### config.mk
export PLATFORM = sky130hd
export DESIGN_NAME = accelerated_encoder_setpoint_core
export DESIGN_NICKNAME = d
export VERILOG_FILES = /design/src/rtl/core/aes_pkg.sv /design/src/rtl/core/accelerated_encoder_setpoint_core.sv /design/src/rtl/core/aes_fifo.sv /design/src/rtl/core/aes_front.sv /design/src/rtl/core/aes_back.sv
export SDC_FILE = /design/constraint.sdc
export NUM_CORES = 1
export LEC_CHECK = 0
export ABC_CLOCK_PERIOD_IN_PS = 9400
export BUFFER_PORTS_ARGS = -buffer_cell sky130_fd_sc_hd__buf_4
export CAP_MARGIN = 20
export CORE_ASPECT_RATIO = 1.1
export CORE_MARGIN = 2
export CORE_UTILIZATION = 35
export CTS_CLUSTER_SIZE = 25
export DETAILED_ROUTE_END_ITERATION = 10
export PLACE_DENSITY = 0.54
export SLEW_MARGIN = 20
export SYNTH_ARGS = -nofsm -noshare
export SYNTH_HDL_FRONTEND = slang
export SYNTH_SLANG_ARGS = --single-unit
### constraint.sdc
create_clock -name clk -period 9.4 [get_ports clk]
set_clock_uncertainty 0.05 [all_clocks]
set_input_delay 1.41 -clock clk [delete_from_list [all_inputs] [get_ports clk]]
set_output_delay 1.41 -clock clk [all_outputs]
set_load 0.03 [all_outputs]
### src/rtl/core/aes_pkg.sv
package aes_pkg;

  localparam int CHANNELS   = 2;
  localparam int CH_W       = (CHANNELS > 1) ? $clog2(CHANNELS) : 1;
  localparam int SP_COUNT   = CHANNELS * 2;
  localparam int SP_W       = 16;
  localparam int STEP_W     = 10;
  localparam int IVL_W      = 32;
  localparam int REQ_W      = 2;
  localparam int CFG_IDX_W  = 1;
  localparam int NUM_STEPS  = 32;

  localparam logic [SP_W-1:0] VOLTAGE_LIMIT_RESET = 16'd28500;
  localparam logic [SP_W-1:0] CURRENT_LIMIT_RESET = 16'd2048;

  localparam logic [REQ_W-1:0] REQ_LEFT    = 2'd0;
  localparam logic [REQ_W-1:0] REQ_RIGHT   = 2'd1;
  localparam logic [REQ_W-1:0] REQ_ADVANCE = 2'd2;

  localparam logic [CFG_IDX_W-1:0] REG_VOLTAGE_LIMIT = 1'b0;
  localparam logic [CFG_IDX_W-1:0] REG_CURRENT_LIMIT = 1'b1;

  localparam logic QTY_VOLTAGE = 1'b0;
  localparam logic QTY_CURRENT = 1'b1;

  typedef enum logic [1:0] {
    OP_DEC,
    OP_INC,
    OP_ADV,
    OP_NOP
  } op_t;

  typedef struct packed {
    op_t               op;
    logic [STEP_W-1:0] step;
  } cmd_t;

  typedef struct packed {
    logic [CH_W-1:0]   sel_channel;
    logic              sel_quantity;
    logic [SP_W-1:0]   setpoint_value;
    logic [STEP_W-1:0] step_applied;
  } result_t;

  typedef struct packed {
    logic [SP_W-1:0] voltage;
    logic [SP_W-1:0] current;
  } limits_t;

  // descending interval thresholds, slowest first
  localparam logic [15:0] THR_TAB [NUM_STEPS] = '{
    16'd65051, 16'd54845, 16'd47930, 16'd42693, 16'd38477, 16'd34948, 16'd31913,
    16'd29251, 16'd26880, 16'd24742, 16'd22796, 16'd21010, 16'd19360, 16'd17827,
    16'd16395, 16'd15051, 16'd13786, 16'd12590, 16'd11457, 16'd10380, 16'd9354,
    16'd8374,  16'd7437,  16'd6538,  16'd5675,  16'd4845,  16'd4046,  16'd3275,
    16'd2530,  16'd1810,  16'd1113,  16'd500
  };

  localparam logic [STEP_W-1:0] STEP_TAB [NUM_STEPS] = '{
    10'd1,   10'd1,   10'd1,   10'd20,  10'd55,  10'd90,  10'd125, 10'd160,
    10'd195, 10'd230, 10'd265, 10'd300, 10'd335, 10'd370, 10'd405, 10'd440,
    10'd475, 10'd510, 10'd545, 10'd580, 10'd615, 10'd650, 10'd685, 10'd720,
    10'd755, 10'd790, 10'd825, 10'd860, 10'd895, 10'd930, 10'd965, 10'd1000
  };

  // first threshold met wins; scan from the end so the earliest hit is kept
  function automatic logic [STEP_W-1:0] step_lookup(input logic [IVL_W-1:0] ivl);
    logic [STEP_W-1:0] step;
    step = '0;
    for (int k = NUM_STEPS - 1; k >= 0; k--) begin
      if (ivl >= {16'd0, THR_TAB[k]}) begin
        step = STEP_TAB[k];
      end
    end
    return step;
  endfunction

endpackage

### src/rtl/core/accelerated_encoder_setpoint_core.sv
// encoder setpoint core: keeps a voltage and a current setpoint for each of two
// channels plus a selection pointer (reset: channel 0 voltage, all setpoints 0).
// each input word is a left turn, a right turn or an advance; turns pick a step of
// 1..1000 from the detent interval (intervals below 500 give no change), left turns
// saturate at 0 and right turns clamp at the configured limit for the selected
// quantity. every input word yields exactly one result word with the selection and
// setpoint after the event. sustained rate is one word per clock while results are
// popped; an accepted word passes the front classify register, then the command
// queue, and the back end updates the setpoint and writes the result queue in the
// same cycle. full only rises when both queues back up behind a stalled pop.
// limits are written through the cfg port (index 0 voltage, 1 current), ready
// always high, and should only change while the block is idle.
module accelerated_encoder_setpoint_core import aes_pkg::*; #(
  parameter int CMDQ_DEPTH = 2,
  parameter int RESQ_DEPTH = 2
) (
  input  logic                 clk,
  input  logic                 rst,
  // request side
  input  logic                 push,
  output logic                 full,
  input  logic [REQ_W-1:0]     req_type,
  input  logic [IVL_W-1:0]     interval,
  // result side
  output logic                 empty,
  input  logic                 pop,
  output logic [CH_W-1:0]      sel_channel,
  output logic                 sel_quantity,
  output logic [SP_W-1:0]      setpoint_value,
  output logic [STEP_W-1:0]    step_applied,
  // register writes
  input  logic                 cfg_valid,
  output logic                 cfg_ready,
  input  logic [CFG_IDX_W-1:0] cfg_index,
  input  logic [SP_W-1:0]      cfg_data
);

  // limit registers
  limits_t limits;

  // front to command queue
  logic    front_valid;
  cmd_t    front_cmd;
  logic    cmdq_full;

  // command queue to back end
  logic [$bits(cmd_t)-1:0] cmdq_rdata;
  cmd_t    back_cmd;
  logic    cmdq_empty;
  logic    cmdq_pop;

  // back end to result queue
  logic    res_push;
  result_t res_word;
  logic    resq_full;
  logic [$bits(result_t)-1:0] resq_rdata;
  result_t out_word;

  assign cfg_ready = 1'b1;

  always_ff @(posedge clk) begin
    if (rst) begin
      limits.voltage <= VOLTAGE_LIMIT_RESET;
      limits.current <= CURRENT_LIMIT_RESET;
    end else if (cfg_valid && cfg_ready) begin
      unique case (cfg_index)
        REG_VOLTAGE_LIMIT: limits.voltage <= cfg_data;
        REG_CURRENT_LIMIT: limits.current <= cfg_data;
        default: begin
        end
      endcase
    end
  end

  // decode request and look up the step size
  aes_front u_front (
    .clk       (clk),
    .rst       (rst),
    .push      (push),
    .full      (full),
    .req_type  (req_type),
    .interval  (interval),
    .cmd_valid (front_valid),
    .cmd       (front_cmd),
    .cmd_full  (cmdq_full)
  );

  // decouples decode from the setpoint update
  aes_fifo #(
    .WIDTH ($bits(cmd_t)),
    .DEPTH (CMDQ_DEPTH)
  ) u_cmdq (
    .clk   (clk),
    .rst   (rst),
    .push  (front_valid),
    .wdata (front_cmd),
    .full  (cmdq_full),
    .pop   (cmdq_pop),
    .rdata (cmdq_rdata),
    .empty (cmdq_empty)
  );

  assign back_cmd = cmd_t'(cmdq_rdata);

  // read-modify-write of the selected setpoint, selection stepping
  aes_back u_back (
    .clk       (clk),
    .rst       (rst),
    .limits    (limits),
    .cmd       (back_cmd),
    .cmd_empty (cmdq_empty),
    .cmd_pop   (cmdq_pop),
    .res_push  (res_push),
    .res       (res_word),
    .res_full  (resq_full)
  );

  // result words wait here until popped
  aes_fifo #(
    .WIDTH ($bits(result_t)),
    .DEPTH (RESQ_DEPTH)
  ) u_resq (
    .clk   (clk),
    .rst   (rst),
    .push  (res_push),
    .wdata (res_word),
    .full  (resq_full),
    .pop   (pop),
    .rdata (resq_rdata),
    .empty (empty)
  );

  assign out_word       = result_t'(resq_rdata);
  assign sel_channel    = out_word.sel_channel;
  assign sel_quantity   = out_word.sel_quantity;
  assign setpoint_value = out_word.setpoint_value;
  assign step_applied   = out_word.step_applied;

endmodule

### src/rtl/core/aes_fifo.sv
module aes_fifo import aes_pkg::*; #(
  parameter int WIDTH = 8,
  parameter int DEPTH = 2
) (
  input  logic             clk,
  input  logic             rst,
  input  logic             push,
  input  logic [WIDTH-1:0] wdata,
  output logic             full,
  input  logic             pop,
  output logic [WIDTH-1:0] rdata,
  output logic             empty
);

  localparam int AW = (DEPTH > 1) ? $clog2(DEPTH) : 1;
  localparam int CW = $clog2(DEPTH + 1);

  logic [WIDTH-1:0] mem [DEPTH];
  logic [AW-1:0]    wr_ptr;
  logic [AW-1:0]    rd_ptr;
  logic [CW-1:0]    count;
  logic             do_push;
  logic             do_pop;

  assign full    = (count == CW'(DEPTH));
  assign empty   = (count == '0);
  assign do_push = push && !full;
  assign do_pop  = pop && !empty;
  assign rdata   = mem[rd_ptr];

  always_ff @(posedge clk) begin
    if (do_push) begin
      mem[wr_ptr] <= wdata;
    end
  end

  always_ff @(posedge clk) begin
    if (rst) begin
      wr_ptr <= '0;
      rd_ptr <= '0;
      count  <= '0;
    end else begin
      if (do_push) begin
        wr_ptr <= (wr_ptr == AW'(DEPTH - 1)) ? '0 : wr_ptr + 1'b1;
      end
      if (do_pop) begin
        rd_ptr <= (rd_ptr == AW'(DEPTH - 1)) ? '0 : rd_ptr + 1'b1;
      end
      if (do_push && !do_pop) begin
        count <= count + 1'b1;
      end else if (do_pop && !do_push) begin
        count <= count - 1'b1;
      end
    end
  end

endmodule

### src/rtl/core/aes_front.sv
module aes_front import aes_pkg::*; (
  input  logic             clk,
  input  logic             rst,
  input  logic             push,
  output logic             full,
  input  logic [REQ_W-1:0] req_type,
  input  logic [IVL_W-1:0] interval,
  output logic             cmd_valid,
  output cmd_t             cmd,
  input  logic             cmd_full
);

  logic valid;
  cmd_t cmd_reg;
  cmd_t cmd_next;
  logic take;

  // front register can refill in the same cycle it drains
  assign full      = valid && cmd_full;
  assign take      = push && !full;
  assign cmd_valid = valid;
  assign cmd       = cmd_reg;

  always_comb begin
    cmd_next.step = '0;
    unique case (req_type)
      REQ_LEFT: begin
        cmd_next.op   = OP_DEC;
        cmd_next.step = step_lookup(interval);
      end
      REQ_RIGHT: begin
        cmd_next.op   = OP_INC;
        cmd_next.step = step_lookup(interval);
      end
      REQ_ADVANCE: begin
        cmd_next.op = OP_ADV;
      end
      default: begin
        cmd_next.op = OP_NOP;
      end
    endcase
  end

  always_ff @(posedge clk) begin
    if (rst) begin
      valid <= 1'b0;
    end else if (take) begin
      valid <= 1'b1;
    end else if (!cmd_full) begin
      valid <= 1'b0;
    end
  end

  always_ff @(posedge clk) begin
    if (take) begin
      cmd_reg <= cmd_next;
    end
  end

endmodule

### src/rtl/core/aes_back.sv
module aes_back import aes_pkg::*; (
  input  logic    clk,
  input  logic    rst,
  input  limits_t limits,
  input  cmd_t    cmd,
  input  logic    cmd_empty,
  output logic    cmd_pop,
  output logic    res_push,
  output result_t res,
  input  logic    res_full
);

  logic [SP_W-1:0] sp [SP_COUNT];
  logic [CH_W-1:0] cur_channel;
  logic            cur_quantity;
  logic [CH_W-1:0] cur_channel_next;
  logic            cur_quantity_next;
  logic [CH_W:0]   idx;
  logic [CH_W:0]   idx_next;
  logic [SP_W-1:0] value;
  logic [SP_W-1:0] value_next;
  logic [SP_W-1:0] lim;
  logic [SP_W:0]   sum;
  logic            write_sp;
  logic            fire;

  assign fire     = !cmd_empty && !res_full;
  assign cmd_pop  = fire;
  assign res_push = fire;

  assign idx   = {cur_channel, cur_quantity};
  assign value = sp[idx];
  assign lim   = (cur_quantity == QTY_CURRENT) ? limits.current : limits.voltage;
  assign sum   = {1'b0, value} + (SP_W + 1)'(cmd.step);

  always_comb begin
    cur_channel_next  = cur_channel;
    cur_quantity_next = cur_quantity;
    value_next        = value;
    write_sp          = 1'b0;
    unique case (cmd.op)
      OP_DEC: begin
        if (cmd.step != '0) begin
          write_sp   = 1'b1;
          value_next = (value < SP_W'(cmd.step)) ? '0 : value - SP_W'(cmd.step);
        end
      end
      OP_INC: begin
        if (cmd.step != '0) begin
          write_sp   = 1'b1;
          value_next = (sum > {1'b0, lim}) ? lim : sum[SP_W-1:0];
        end
      end
      OP_ADV: begin
        if (cur_quantity == QTY_VOLTAGE) begin
          cur_quantity_next = QTY_CURRENT;
        end else begin
          cur_quantity_next = QTY_VOLTAGE;
          cur_channel_next  = (cur_channel == CH_W'(CHANNELS - 1)) ? '0
                                                                   : cur_channel + 1'b1;
        end
      end
      default: begin
      end
    endcase
  end

  assign idx_next = {cur_channel_next, cur_quantity_next};

  // advance shows the newly selected setpoint, turns show the updated one
  always_comb begin
    res.sel_channel    = cur_channel_next;
    res.sel_quantity   = cur_quantity_next;
    res.setpoint_value = (cmd.op == OP_ADV) ? sp[idx_next] : value_next;
    res.step_applied   = (cmd.op == OP_DEC || cmd.op == OP_INC) ? cmd.step : '0;
  end

  always_ff @(posedge clk) begin
    if (rst) begin
      cur_channel  <= '0;
      cur_quantity <= QTY_VOLTAGE;
      for (int k = 0; k < SP_COUNT; k++) begin
        sp[k] <= '0;
      end
    end else if (fire) begin
      cur_channel  <= cur_channel_next;
      cur_quantity <= cur_quantity_next;
      if (write_sp) begin
        sp[idx] <= value_next;
      end
    end
  end

endmodule

==> impl_metrics.json, run 1 <==
{
  "die_y_um": 204,
  "fin_ws_ns": 3.24,
  "dp_slack_ns": 3.34,
  "wirelength_um": 37100,
  "maxSlewViolCount": 0,
  "criticalPathCategory": "reg -> reg",
  "period_share_pct": 65.6,
  "ys_ff_latch": 203,
  "cp_top_family": "compound AO/OA/AOI/OAI gates",
  "cp-end-kind": "flip-flop",
  "synthArstFlopShare_pct": 0,
  "yosys.area.top_type": "edfxtp_1",
  "startpoint_type": "flip-flop",
  "largestRegisters": "u_back.sp (64), u_resq.mem (56), limits (32)",
  "register_area_um2": 5630,
  "cts_tree": "done",
  "synth_area_per_cell_um2": 9.76,
  "setup-violations-final": 0,
  "nFillCells": 3545,
  "nNetsFinal": 1440,
  "place_area_um2": 13700,
  "antenna_found_initial": 0,
  "hold_viol": 0,
  "largest-register": "u_back.sp",
  "crit_path_max_fanout": 19,
  "multi_input_area_um2": 6570,
  "tns_ns": 0,
  "cts_resized": 0,
  "outcome": "finished clean",
  "path_clk_slew_ns": 0.06,
  "yosys_warnings": 0,
  "layout-drive-gt1-share_pct": 16.9,
  "syn_inst": 1299,
  "rsz0062_at_grt": "false",
  "area_growth_syn_to_layout_pct": 14.0,
  "routabilityCongestion": 0.940,
  "timing.fmax_mhz": 162,
  "worst-slew-pin-transition_ns": 1.06,
  "h-tree-depth": 1,
  "detailed_place_hpwl_um": 26800,
  "clock-sinks": 203,
  "ff2ff_setup_slack_ns": 3.24,
  "wire_per_inst_um": 20.1,
  "cts_root_buf": "clkbuf_16",
  "crit_slowest_cell": "dfxtp_1",
  "fin_cells": 1847,
  "overflow": 0,
  "first_pass_iters": 5,
  "clk-insertion-delay-late_ns": 0.54,
  "worst_hold_slack_ns": 0.371,
  "gr-usage-all-layers_pct": 19.7,
  "die_w_um": 185,
  "max_stage_delay_ns": 0.89,
  "hp-class": "reg -> reg",
  "initial_utilization_pct": 35.3,
  "grt_pass1_wl_um": 57700,
  "clock_path_buffers": 3,
  "syn-cell-area_um2": 12700,
  "min_period_ns": 6.16,
  "die_area_um2": 37700,
  "power.density_nw_per_um2": 287,
  "drc_errors": 0,
  "relSlewSlack_pct": 29.1,
  "drv_cap": 0,
  "vias": 10300,
  "post_cts_buffers": 0,
  "dp_cells": 1806,
  "synth_edf_count": 156,
  "initialDrtViolationCount": 683,
  "synth_fp_nets": 1395,
  "cts_hold_buf": 0,
  "cts_buffers": 23,
  "grt_max_degree": 54,
  "path_buf_inv": 2,
  "arrival_ns": 6.38,
  "synth_ff_type": "edfxtp_1",
  "synthTopCellsByArea": "edfxtp_1 (37%), dfxtp_1 (7.4%), nand2_1 (4.4%), nor2_1 (4.4%), ha_1 (3.8%)",
  "io_pins": 87,
  "routed_via_density": 5.56,
  "p_leak_uw": 0.00532,
  "stdcell_area_um2": 14400,
  "synth_cell_types": 82,
  "largest_reg_flops": 64,
  "ys_seq_area_share_pct": 44.4,
  "port_buffers": 85,
  "detail-route-antenna-nets": 0,
  "vdd_drop_max_mv": 0.140,
  "crit_required_ns": 9.62,
  "diodes": 0,
  "path_cells": "mux2i_1 > inv_1 > fa_1 > nor2b_1 > o21a_1 > o31a_1 > o21ai_0 > xor2_1 > inv_1 > ha_1 > a211oi_1 > o21ai_0 > nor2_1 > a211o_1 > and2_1 > nand3_1 > a211oi_2 > a21oi_1",
  "yosys.area.top_type_share_pct": 37.0,
  "core-area_um2": 35900,
  "rows": 73,
  "grt_pass1_vias": 10000
}
[placed cells by master (no fill, tap or decap), types with 16 or more instances in the layout]
cell type,netlist,routed
xnor2_1,16,16
nor4_1,17,17
o21ai_0,65,65
dfxtp_1,47,46
nand3_1,17,17
edfxtp_1,156,156
mux4_2,21,21
a21oi_1,92,92
nand2b_1,21,20
nor2b_1,22,22
ha_1,38,38
nand2_1,150,150
a211oi_1,19,19
clkbuf_16,0,23
buf_4,5,101
mux2_2,37,37
nor2_1,147,146
nor3_1,23,23
mux2i_1,42,42
inv_1,33,33
[cells in the mapped netlist (8+ instances only)]
master and count:
and3_1 9, a31oi_1 12, or2_2 10, nor2_1 147, clkbuf_1 67, or3_1 15, o31ai_1 8, mux2i_1 42
nor2b_1 22, ha_1 38, nand2b_1 21, a21oi_1 92, nand3_1 17, a211oi_1 19, dfxtp_1 47, edfxtp_1 156
nor4_1 17, and2_1 15, mux2_2 37, xnor2_1 16, o21a_1 12, xor2_1 11, o21ai_0 65, mux4_2 21
inv_1 33, or4_1 8, o211ai_1 12, nor3_1 23, nand3b_1 12, nand2_1 150
[metal layers]
layer | wire [um] | vias up | GRT usage [%]
met5 | 0 | - | 0
met4 | 1130 | 0 | 6.92
met3 | 2320 | 65 | 2.45
met2 | 17700 | 379 | 33.1
met1 | 15900 | 4928 | 26.0
li1 | - | 4899 | -
[where the power goes]
group | leakage, uW | switching (uW) | internal [uW]
Sequential | 0.00192 | 69.4 | 1190
Combinational | 0.00303 | 1270 | 733
Clock | 0.000376 | 358 | 532
Total | 0.00532 | 1700 | 2450
[stage by stage]
stage / total power, uW / util (%)
6_report: 4150 / 40.2
5_1_grt: 4390 / 40.2
4_1_cts: 4150 / 40.2
3_5_place_dp: 3250 / 38.2
3_3_place_gp: 3240 / 38.2
2_1_floorplan: 2650 / -
[path summary, 6_finish.rpt]
| check | startpoint | cells after the start | endpoint |
|---|---|---|---|
| worst min-delay path | u_front.cmd[10] | 0 | u_cmdq.mem[1][10] |
| worst max-delay path | flip-flop | 18 | u_resq.mem[1][25] |
| worst max register to register | flip-flop | 18 | u_resq.mem[1][25] |
| worst min register to register | u_front.cmd[10] | 0 | u_cmdq.mem[1][10] |
[cell type report]
type	count	area share, %
timing repair buffer	101	5.25
clock inverter	11	0.771
inverter	35	0.909
sequential	203	38.9
multi-input combinational	980	45.5
clock buffer	30	4.41
tap	487	4.22
[cells by family after synthesis]
family / synth area share, %
AND/OR/NAND/NOR: 18.6
AO/OA/AOI/OAI: 16.8
flip-flops: 44.4
buffers and inverters: 3.79
multiplexers: 10.3
adder cells (fa/ha/maj): 4.07
XOR/XNOR: 1.99
other: 0.0296
[worst register-to-register path, stage by stage, from the launching register on]
cell and delay [ns]:
dfxtp_1 0.89, mux2i_1 0.63, inv_1 0.18, fa_1 0.48, nor2b_1 0.16, o21a_1 0.22
o31a_1 0.34, o21ai_0 0.37, xor2_1 0.23, inv_1 0.07, ha_1 0.29, a211oi_1 0.25
o21ai_0 0.12, nor2_1 0.11, a211o_1 0.29, and2_1 0.48, nand3_1 0.17, a211oi_2 0.45
a21oi_1 0.16
(Power assumes the default switching activity.)
==> inputs of run 2 (changes only) <==
- ABC_CLOCK_PERIOD_IN_PS: 9400 -> 6300
- clock period: 9.4 -> 6.3 ns (I/O delays scaled with it)
==> impl_metrics.json, run 2 (same netlist as run 1, synthesis figures left out) <==
{
  "outcome": "finished clean",
  "core-area_um2": 35900,
  "min_to": "u_cmdq.mem[0][8]",
  "largestRegisters": "u_back.sp (64), u_resq.mem (56), limits (32)",
  "maxSlewViolCount": 0,
  "wirelength_um": 37000,
  "die_area_um2": 37700,
  "timing.fmax_mhz": 168,
  "clock-sinks": 203,
  "crit_slowest_cell": "mux2i_1",
  "power.density_nw_per_um2": 423,
  "startpoint_type": "flip-flop",
  "die_y_um": 204,
  "hold_viol": 0,
  "crit_path_max_fanout": 17,
  "diodes": 0,
  "nFillCells": 3556,
  "area_growth_syn_to_layout_pct": 14.2,
  "clock_path_buffers": 3,
  "detailed_place_hpwl_um": 27000,
  "rsz0062_at_grt": "false",
  "die_w_um": 185,
  "ff2ff_setup_slack_ns": 0.36,
  "largest_reg_flops": 64,
  "hp-class": "reg -> reg",
  "criticalPathCategory": "reg -> reg",
  "min_period_ns": 5.94,
  "grt_use_met1_pct": 26.3,
  "cts_tree": "done",
  "path_clk_slew_ns": 0.06,
  "rows": 73,
  "initialDrtViolationCount": 886,
  "largest-register": "u_back.sp",
  "use_met2_pct": 33.1,
  "max_stage_delay_ns": 0.52,
  "post_cts_buffers": 0,
  "multi_input_area_um2": 6580,
  "final_common_cell": "edfxtp_1",
  "grt_pass1_vias": 10100,
  "stdcell_area_um2": 14500,
  "register_area_um2": 5630,
  "h-tree-depth": 1,
  "port_buffers": 85,
  "cts_resized": 0,
  "cts_buffers": 23,
  "arrival_ns": 6.13,
  "io_pins": 87,
  "min_path_cells": 0,
  "r2r_end": "u_resq.mem[1][25]",
  "period_share_pct": 94.3,
  "crit_required_ns": 6.49,
  "first_pass_iters": 6,
  "drc_errors": 0,
  "grt_pass1_wl_um": 57300,
  "cp_top_family": "compound AO/OA/AOI/OAI gates",
  "layout-drive-gt1-share_pct": 17.0,
  "path_buf_inv": 1,
  "setup-violations-final": 0,
  "power.total_uw": 6110,
  "worst-slew-pin-transition_ns": 1.09,
  "grt_max_degree": 51,
  "worstHoldStart": "u_front.cmd[8]",
  "nNetsFinal": 1448,
  "initial_utilization_pct": 35.3,
  "routabilityCongestion": 0.911,
  "routed_via_density": 5.60,
  "overflow": 0,
  "vdd_drop_max_mv": 0.203,
  "cp-end-kind": "flip-flop",
  "cts_hold_buf": 0,
  "detail-route-antenna-nets": 0,
  "drv_cap": 0,
  "tns_ns": 0,
  "place_area_um2": 13800,
  "wire_per_inst_um": 20.0,
  "gr-usage-all-layers_pct": 19.5,
  "p_leak_uw": 0.00534,
  "antenna_found_initial": 0,
  "path_cells": "buf_4 > mux2i_1 > ha_1 > a221oi_1 > o211ai_1 > and2_1 > o31ai_1 > nand2_1 > ha_1 > a2111oi_0 > o21ai_0 > nor2_1 > a211o_1 > and2_1 > nand3_1 > a211oi_2 > a21oi_1",
  "cts_root_buf": "clkbuf_16",
  "clk-insertion-delay-late_ns": 0.52,
  "grt-busiest-layer": "met2",
  "gr-usage-met3_pct": 1.98,
  "cp_num_cells": 17,
  "final_cell_mix": "edfxtp_1 (156), nand2_1 (150), nor2_1 (146), buf_4 (109), a21oi_1 (92)",
  "relSlewSlack_pct": 27.1,
  "reg2regPathDepth": 17,
  "vias": 10400
}
[run 2: cell count changes in the layout (fill, tap and decap cells not counted), sizes merged]
cell / before / now
clkinv: 8 / 10
buf: 101 / 109
inv: 35 / 34
clkinvlp: 1 / 0
bufinv: 2 / 0
clkbuf: 30 / 32
[run 2: report_power, final]
| part | internal (uW) | switching (uW) |
|---|---|---|
| logic | 1100 | 1900 |
| clock network | 730 | 514 |
| registers | 1770 | 97.3 |
[run 2: layer usage]
| metal | vias up | routed length (um) |
|---|---|---|
| met4 | 0 | 936 |
| li1 | 4923 | - |
| met1 | 5039 | 16500 |
| met2 | 369 | 17600 |
| met5 | - | 0 |
| met3 | 61 | 1960 |
[run 2: worst max path at each step]
stage	start	to	slack, ns
final	flip-flop	u_resq.mem[1][25]	0.36
after global routing	flip-flop	u_resq.mem[1][20]	0.004
after CTS	flip-flop	u_resq.mem[1][25]	0.46
after detailed placement	flip-flop	u_resq.mem[0][25]	0.47
after global placement	flip-flop	u_resq.mem[0][25]	0.59
after floorplan	flip-flop	u_resq.mem[0][22]	0.91
[run 2: area by class of cell]
class,instances,share of cell area (%)
repair buffers,109,5.66
clock buffers,32,4.57
well taps,487,4.21
inverters,35,0.908
clock inverters,9,0.329
multi-input cells,980,45.4
flip-flops and latches,203,38.9
[run 2: metrics by stage]
step,hold WS (ns),setup slack [ns],utilization (%),std cells
after CTS,0.395,0.464,40.3,1855
after global routing,0.401,0.00429,40.3,1855
final,0.390,0.357,40.3,1855
after floorplan,0.371,0.907,-,1299
after detailed placement,0.382,0.473,38.3,1814
after global placement,0.374,0.588,38.3,1814
==> inputs of run 3 (changes only) <==
- GPL_ROUTABILITY_DRIVEN: default -> 0
- GPL_TIMING_DRIVEN: default -> 0
- RECOVER_POWER: default -> 25
==> impl_metrics.json, run 3 (same netlist as run 1, synthesis figures left out) <==
{
  "min_to": "u_cmdq.mem[0][8]",
  "nNetsFinal": 1501,
  "cts_tree": "done",
  "relSlewSlack_pct": 12.4,
  "timing.fmax_mhz": 167,
  "grt_max_degree": 18,
  "port_buffers": 82,
  "outcome": "finished clean",
  "cts_root_buf": "clkbuf_16",
  "h-tree-depth": 1,
  "largest-register": "u_back.sp",
  "grt_use_met1_pct": 26.8,
  "dp_slack_ns": -0.497,
  "rows": 73,
  "initial_utilization_pct": 35.3,
  "final_common_cell": "edfxtp_1",
  "wire_per_inst_um": 20.1,
  "maxSlewViolCount": 0,
  "criticalPathCategory": "reg -> reg",
  "drv_cap": 0,
  "diodes": 0,
  "grt_pass1_wl_um": 59800,
  "die_area_um2": 37700,
  "layout-drive-gt1-share_pct": 15.8,
  "vdd_drop_max_mv": 0.227,
  "worstHoldStart": "u_front.cmd[8]",
  "die_y_um": 204,
  "drc_errors": 0,
  "multi_input_area_um2": 6610,
  "initialDrtViolationCount": 839,
  "final_cell_mix": "edfxtp_1 (156), nand2_1 (150), nor2_1 (147), a21oi_1 (91), buf_4 (84)",
  "die_w_um": 185,
  "antenna_found_initial": 0,
  "clk-insertion-delay-late_ns": 0.53,
  "power.total_uw": 6290,
  "gr-usage-all-layers_pct": 20.4,
  "fin_cells": 1908,
  "largestRegisters": "u_back.sp (64), u_resq.mem (56), limits (32)",
  "clock_path_buffers": 3,
  "arrival_ns": 6.19,
  "detailed_place_hpwl_um": 29000,
  "crit_path_max_fanout": 10,
  "vias": 10600,
  "cp-end-kind": "flip-flop",
  "period_share_pct": 95.0,
  "first_pass_iters": 8,
  "ff2ff_setup_slack_ns": 0.32,
  "cts_buffers": 23,
  "power.density_nw_per_um2": 427,
  "grt_pass1_vias": 10500,
  "largest_reg_flops": 64,
  "clock-sinks": 203,
  "detail-route-antenna-nets": 0,
  "gr-usage-met3_pct": 2.05,
  "cts_hold_buf": 0,
  "setup-violations-final": 0,
  "worst-slew-pin-transition_ns": 1.31,
  "nFillCells": 3600,
  "dp_cells": 1870,
  "core-area_um2": 35900,
  "routed_via_density": 5.58,
  "fin_ws_ns": 0.317,
  "crit_required_ns": 6.50,
  "min_path_cells": 0,
  "grt-busiest-layer": "met2",
  "startpoint_type": "flip-flop",
  "register_area_um2": 5630,
  "tns_ns": 0,
  "io_pins": 87,
  "reg2regPathDepth": 19,
  "min_period_ns": 5.98,
  "r2r_end": "u_resq.mem[1][22]",
  "use_met2_pct": 34.6,
  "rsz0062_at_grt": "false",
  "wirelength_um": 38300,
  "p_leak_uw": 0.00539,
  "path_clk_slew_ns": 0.06,
  "area_growth_syn_to_layout_pct": 16.3,
  "hold_viol": 0,
  "overflow": 0,
  "hp-class": "reg -> reg"
}
## run 3: changes by cell type in the layout (fill, tap and decap cells not counted), sizes merged
cell / previous run / this run
clkbuf: 32 / 95
buf: 109 / 95
bufinv: 0 / 2
inv: 34 / 36
## run 3: stage by stage
step,instance area [um2],utilization (%),hold WS [ns]
2_1_floorplan,12700,-,0.371
3_3_place_gp,13900,38.7,0.373
3_5_place_dp,14000,38.9,0.384
4_1_cts,14700,41.1,0.397
5_1_grt,14700,41.1,0.411
6_report,14700,41.1,0.395
## run 3: how the worst max path moves through the flow
| stage | from | to | depth (start not counted) |
|---|---|---|---|
| floorplan | flip-flop | u_resq.mem[0][22] | 20 |
| global placement | flip-flop | u_resq.mem[0][13] | 20 |
| detailed placement | flip-flop | u_resq.mem[1][13] | 20 |
| CTS | flip-flop | u_resq.mem[1][25] | 20 |
| global route | flip-flop | u_resq.mem[1][22] | 18 |
| finish | flip-flop | u_resq.mem[1][22] | 19 |
## run 3: where the power goes
group / leakage, uW / switching (uW) / internal, uW / total (uW)
sequential: 0.00192 / 89.1 / 1770 / 1860
clock: 0.000389 / 547 / 815 / 1360
combinational: 0.00309 / 1940 / 1140 / 3070
total: 0.00539 / 2570 / 3720 / 6290
## run 3: cell type report
class / count / area share, %
multi-input cells: 980 / 44.8
flip-flops and latches: 203 / 38.2
repair buffers: 84 / 4.47
clock buffers: 28 / 4.39
well taps: 487 / 4.13
plain buffers: 78 / 2.29
inverters: 35 / 0.891
clock inverters: 13 / 0.857
## run 3: critical path, cell delays in order (launching register included)
cell and delay, ns:
dfxtp_2 0.46, buf_2 0.36, mux2_1 0.45, ha_1 0.27, fa_1 0.39, nor2b_1 0.16
o21a_1 0.24, o31a_1 0.34, o21ai_1 0.29, nor2_1 0.09, xor2_1 0.16, ha_1 0.20
a2111oi_0 0.49, o21ai_0 0.19, nor2_1 0.12, a211o_1 0.31, nand2_2 0.17, or3b_1 0.44
a31oi_2 0.39, o21ai_1 0.13
## run 3: per-layer routing
metal	routed length, um	vias to the layer above	part of all wire (%)
li1	-	5044	-
met1	16500	5086	43
met2	18300	423	48
met3	2300	86	6.0
met4	1250	0	3.3
met5	0	-	0
## run 3: repair_timing
item,in CTS,in global routing
setup endpoints to repair,96,66
setup buffers,0,0
resized for setup,4,6
endpoints found under the hold margin,0,0
